==> src/rtl/swm_pkg.sv <==
// Shared constants and types for the sliding-window median core.
// Used by swm_cell, sliding_window_median_core and the testbench; depends on nothing else.
package swm_pkg;

    localparam int MAX_WINDOW   = 64;
    localparam int SAMPLE_WIDTH = 16;
    localparam int LEN_W        = 7;
    localparam int IDX_W        = 6;

    localparam logic [LEN_W-1:0] LEN_RESET = LEN_W'(5);
    localparam logic [LEN_W-1:0] LEN_MAX   = LEN_W'(MAX_WINDOW);

    // What one cell shows its neighbours.
    typedef struct packed {
        logic signed [SAMPLE_WIDTH-1:0] val;
        logic                           vld;
        logic                           lt_o;
        logic                           le_s;
    } swm_link_t;

    // What every cell receives from the control logic.
    typedef struct packed {
        logic signed [SAMPLE_WIDTH-1:0] sample;
        logic signed [SAMPLE_WIDTH-1:0] oldest;
        logic                           rem;
        logic                           restart;
        logic                           en;
        logic                           clr;
    } swm_bcast_t;

endpackage

==> src/rtl/swm_cell.sv <==
// One cell of the sorted window: holds one sample and its valid flag.
// Depends on swm_pkg for the link and broadcast types.
module swm_cell (
    input  logic               clk,
    input  logic               rst_n,
    input  swm_pkg::swm_bcast_t bcast,
    input  swm_pkg::swm_link_t  prev_link,
    input  swm_pkg::swm_link_t  next_link,
    output swm_pkg::swm_link_t  own_link
);
    import swm_pkg::*;

    logic signed [SAMPLE_WIDTH-1:0] val_reg;
    logic signed [SAMPLE_WIDTH-1:0] val_next;
    logic                           vld_reg;
    logic                           vld_next;
    logic                           vld_eff;
    logic                           left_own;
    logic                           left_prev;
    logic signed [SAMPLE_WIDTH-1:0] cj_val;
    logic                           cj_vld;
    logic                           cj_le;
    logic signed [SAMPLE_WIDTH-1:0] cp_val;
    logic                           cp_vld;
    logic                           cp_le;

    // A restart makes the whole window empty for the transaction that carries it.
    assign vld_eff = vld_reg && !bcast.restart;

    always_comb
    begin
        own_link.val  = val_reg;
        own_link.vld  = vld_eff;
        own_link.lt_o = vld_eff && (val_reg < bcast.oldest);
        own_link.le_s = vld_eff && (val_reg <= bcast.sample);
    end

    // Equal values sit oldest first, so the cells left of the oldest sample are
    // exactly those holding a smaller value. Removal closes the gap from the right.
    always_comb
    begin
        left_own  = !bcast.rem || own_link.lt_o;
        left_prev = !bcast.rem || prev_link.lt_o;
        cj_val    = left_own ? val_reg : next_link.val;
        cj_vld    = left_own ? vld_eff : next_link.vld;
        cj_le     = left_own ? own_link.le_s : next_link.le_s;
        cp_val    = left_prev ? prev_link.val : val_reg;
        cp_vld    = left_prev ? prev_link.vld : vld_eff;
        cp_le     = left_prev ? prev_link.le_s : own_link.le_s;
        if (cj_le)
        begin
            val_next = cj_val;
            vld_next = cj_vld;
        end
        else if (cp_le)
        begin
            val_next = bcast.sample;
            vld_next = 1'b1;
        end
        else
        begin
            val_next = cp_val;
            vld_next = cp_vld;
        end
    end

    always_ff @(posedge clk or negedge rst_n)
    begin
        if (!rst_n)
        begin
            vld_reg <= 1'b0;
        end
        else if (bcast.clr)
        begin
            vld_reg <= 1'b0;
        end
        else if (bcast.en)
        begin
            vld_reg <= vld_next;
        end
    end

    always_ff @(posedge clk)
    begin
        if (bcast.en)
        begin
            val_reg <= val_next;
        end
    end

endmodule

==> config.mk <==
export PLATFORM = sky130hd
export DESIGN_NAME = swm_cell
export DESIGN_NICKNAME = d
export VERILOG_FILES = /design/src/rtl/swm_pkg.sv /design/src/rtl/swm_cell.sv
export SDC_FILE = /design/constraint.sdc
export NUM_CORES = 1
export LEC_CHECK = 0
export BUFFER_PORTS_ARGS = -buffer_cell sky130_fd_sc_hd__buf_2
export CORE_MARGIN = 5
export CORE_UTILIZATION = 43
export DETAILED_ROUTE_END_ITERATION = 10
export PLACE_DENSITY = 0.87
export SLEW_MARGIN = 20
export SYNTH_ARGS = -nofsm -noshare
export SYNTH_HDL_FRONTEND = slang
export SYNTH_SLANG_ARGS = --single-unit
export TNS_END_PERCENT = 1
==> constraint.sdc <==
create_clock -name clk -period 3.49 [get_ports clk]
set_input_delay 0.698 -clock clk [delete_from_list [all_inputs] [get_ports clk]]
set_output_delay 0.698 -clock clk [all_outputs]
set_load 0.01 [all_outputs]
==> results.py <==
metrics = {
    "global_route": {
        "antenna_found_initial": 0,
        "grt.overflow.total": 0,
        "grt_pass1_vias": 1757,
        "grt_pass1_wl_um": 7950,
        "grt_max_degree": 18,
        "grt_use_total_pct": 16.1,
    },
    "logic_synthesis": {
        "ys.warnings.count": 0,
        "synth_top_family_by_area": "multiplexers",
        "mappedNetlistNets": 295,
        "synth_seq_area_share_pct": 24.8,
        "synth.area.top_cells": "edfxtp_1 24%, ha_1 19%, mux2_4 15%, inv_1 6.6%, mux2_2 6.6%",
        "synth_compound_area_share_pct": 14.2,
        "synth-simple-area-share_pct": 12.2,
        "synth_mux_area_share_pct": 21.4,
        "synth_xor_area_share_pct": 0,
        "synth_area_mm2": 0.00203,
        "ys_types": 45,
        "syn_inst": 188,
        "synth_top_area_share_pct": 23.6,
        "ys_ff_latch": 17,
        "post_synth.cell_area_avg_um2": 10.8,
        "synth-adder-area-share_pct": 19.1,
        "synth.largest_area_cell": "edfxtp_1",
    },
    "routing": {
        "drtIter0Drc": 34,
        "drt-total-wl_um": 5020,
        "ant_nets": 0,
        "first_pass_iters": 4,
        "vias": 1789,
        "detail_route.wl_per_cell_um": 14.8,
        "drcViolationCount": 0,
        "drt-vias-per-instance": 5.26,
    },
    "final_layout": {
        "largest_reg_flops": 16,
        "multi_input_area_mm2": 0.00136,
        "layout-drive-gt1-share_pct": 50.7,
        "syn_to_final_growth_pct": 28.8,
        "fill_cells": 392,
        "nets": 394,
        "seq_area_um2": 505,
        "diodes": 0,
        "final_core_util_pct": 56.2,
    },
    "power": {
        "powerDensity_mw_per_mm2": 280,
        "leakagePower_uw": 0.00140,
        "peakVddDrop_uv": 135,
        "pwr-share-seq_pct": 36.3,
        "internal-power_uw": 497,
        "p_sw_uw": 236,
        "power_frac_clock_pct": 21.5,
        "combPwrFrac_pct": 42.2,
        "swShare_pct": 32.2,
    },
    "clock_tree": {
        "root_buffer": "clkbuf_8",
        "cts_made_buffers": 3,
        "insertion_delay_ps": 260,
        "htree_levels": 1,
        "cts_resized": 0,
        "path_clk_slew_ps": 70,
        "cts_max_path_buffers": 2,
        "cts_setup_buffers": 0,
        "tritoncts": "built",
        "cts_hold_buf": 0,
        "cts_sinks": 17,
    },
    "placement": {
        "routabilityCongestion": 0.888,
        "portBuffers": 93,
        "place.detailed.hpwl_um": 4290,
    },
    "outcome": {
        "outcome": "finished, final reports clean",
    },
    "worst_setup_path": {
        "path_max_fanout": 4,
        "endpoint_kind": "output pin",
        "required_ps": 2790,
        "worst_setup_path_start_kind": "input port",
        "critPathArrivalTime_ps": 2400,
        "reg2reg_depth": 8,
        "crit_type": "input port to output pin",
    },
    "hold_path": {
        "hold_path.class": "input port to asynchronous set/reset pin",
    },
    "sta": {
        "fin_crit_sh_pct": 88.8,
        "worst_slew_margin_rel_pct": 73.7,
        "setup_tns_ps": 0,
        "rsz0062_at_grt": "no",
        "clock_skew_ps": 1.15,
        "fin_crit_ps": 3100,
        "max_freq_mhz": 323,
        "slew_violations": 0,
        "max_slew.worst_pin.slew_ps": 392,
        "finalSetupViolations": 0,
        "final_hold_viol_count": 0,
    },
    "die": {
        "initial_core_util_pct": 43.7,
        "die_h_um": 78.8,
        "core_mm2": 0.00466,
        "num_rows": 25,
        "die_area_mm2": 0.00621,
        "dieWidth_um": 78.8,
        "num_io_pins": 95,
    },
    "run": {
        "maxCapViolCount": 0,
    },
}
[logic make-up (layout without fill, tap and decap cells)]
logic type               count (synthesis)  after routing
flip-flops                              17             17
AO/OA/AOI/OAI                           33             33
AND/OR/NAND/NOR                         36             36
adder cells (fa/ha/maj)                 31             31
buffers and inverters                   39            137
multiplexers                            32             32
[critical path, stage by stage]
cell and delay (ps):
buf_2 90, inv_1 40, ha_1 310, a211oi_2 240, o21ai_0 140, nand3b_4 190, and4_4 200, nor3b_4 290
buf_2 190
[Yosys cell counts]
library cell  instances
edfxtp_1             16
nor2b_1               2
nand4b_1              1
nand2b_4              1
nand3b_4              1
o2111a_1              2
or2b_2                1
buf_8                 1
a32oi_4               1
a211oi_1              3
mux2_2               12
nand2_1               5
and4_4                1
nand2b_1              1
nor4_2                1
a31oi_1               1
nor3b_1               1
o211ai_1              3
mux2_4               20
nor3b_4               1
nor3_1                3
buf_6                 1
o31ai_1               1
nand3_1               3
o21bai_1              3
a21boi_0              1
dfrtp_1               1
inv_1                36
a21oi_1               5
o21a_2                1
and2b_1               1
o31ai_4               1
o211ai_2              1
ha_1                 31
a211oi_4              1
nand4_1               6
o21ai_0               5
and2b_2               1
buf_4                 1
nor4_1                1
a41o_1                1
a211oi_2              1
o21a_1                1
a21o_1                1
nor2_1                5
[metrics by stage]
stage / setup slack (ps) / area, um^2 / instances / total power, uW / hold slack, ps
6_report: 389 / 2620 / 340 / 733 / 195
5_1_grt: 237 / 2620 / 340 / 784 / 188
4_1_cts: 385 / 2620 / 340 / 737 / 195
3_5_place_dp: 187 / 2580 / 336 / 581 / 474
3_3_place_gp: 208 / 2580 / 336 / 571 / 473
2_1_floorplan: 134 / 2030 / 188 / 475 / 402
[final timing paths]
check                                       from                    to  slack (ps)
setup / recovery                       bcast[25]           own_link[0]         390
hold / removal                             rst_n   vld_reg$_DFFE_PN0P_         200
setup reg to reg           val_reg[15]$_DFFE_PP_  val_reg[9]$_DFFE_PP_         550
hold reg to reg              vld_reg$_DFFE_PN0P_   vld_reg$_DFFE_PN0P_         680
max in group asynchronous                  rst_n   vld_reg$_DFFE_PN0P_        3210
min in group clk             vld_reg$_DFFE_PN0P_   vld_reg$_DFFE_PN0P_         680
[layout by cell type, fill, tap and decap left out, types with 2 or more instances in the layout]
| cell type | instances |
|---|---|
| o21bai_1 | 3 |
| mux2_2 | 12 |
| nor3_1 | 3 |
| edfxtp_1 | 16 |
| ha_1 | 31 |
| a211oi_1 | 3 |
| o211ai_1 | 3 |
| inv_1 | 36 |
| nand2_1 | 5 |
| o21ai_0 | 5 |
| nor2b_1 | 2 |
| buf_2 | 93 |
| o2111a_1 | 2 |
| clkbuf_8 | 3 |
| nor2_1 | 5 |
| mux2_4 | 20 |
| nand4_1 | 6 |
| a21oi_1 | 5 |
| buf_4 | 3 |
| nand3_1 | 3 |
[per-layer routing]
layer / track usage, % / up-vias / part of all wire [%]
met2: 29.1 / 56 / 51
met1: 19.2 / 836 / 40
met3: 2.72 / 9 / 6.6
met4: 5.59 / 0 / 1.8
li1: - / 888 / -
met5: 0 / - / 0
[power by group through the flow]
stage / Sequential (uW) / Clock (uW) / Combinational (uW)
2_1_floorplan: 275 / 0 / 200
3_3_place_gp: 270 / 0 / 301
3_5_place_dp: 271 / 0 / 310
4_1_cts: 266 / 159 / 312
5_1_grt: 269 / 172 / 343
6_report: 266 / 157 / 309
[layout make-up]
class | count | area share (%)
clock buffer | 4 | 1.72
inverter | 36 | 5.16
multi-input combinational | 132 | 51.9
sequential | 17 | 19.3
tap | 54 | 2.58
timing repair buffer | 97 | 19.4
(Power assumes the default switching activity.)
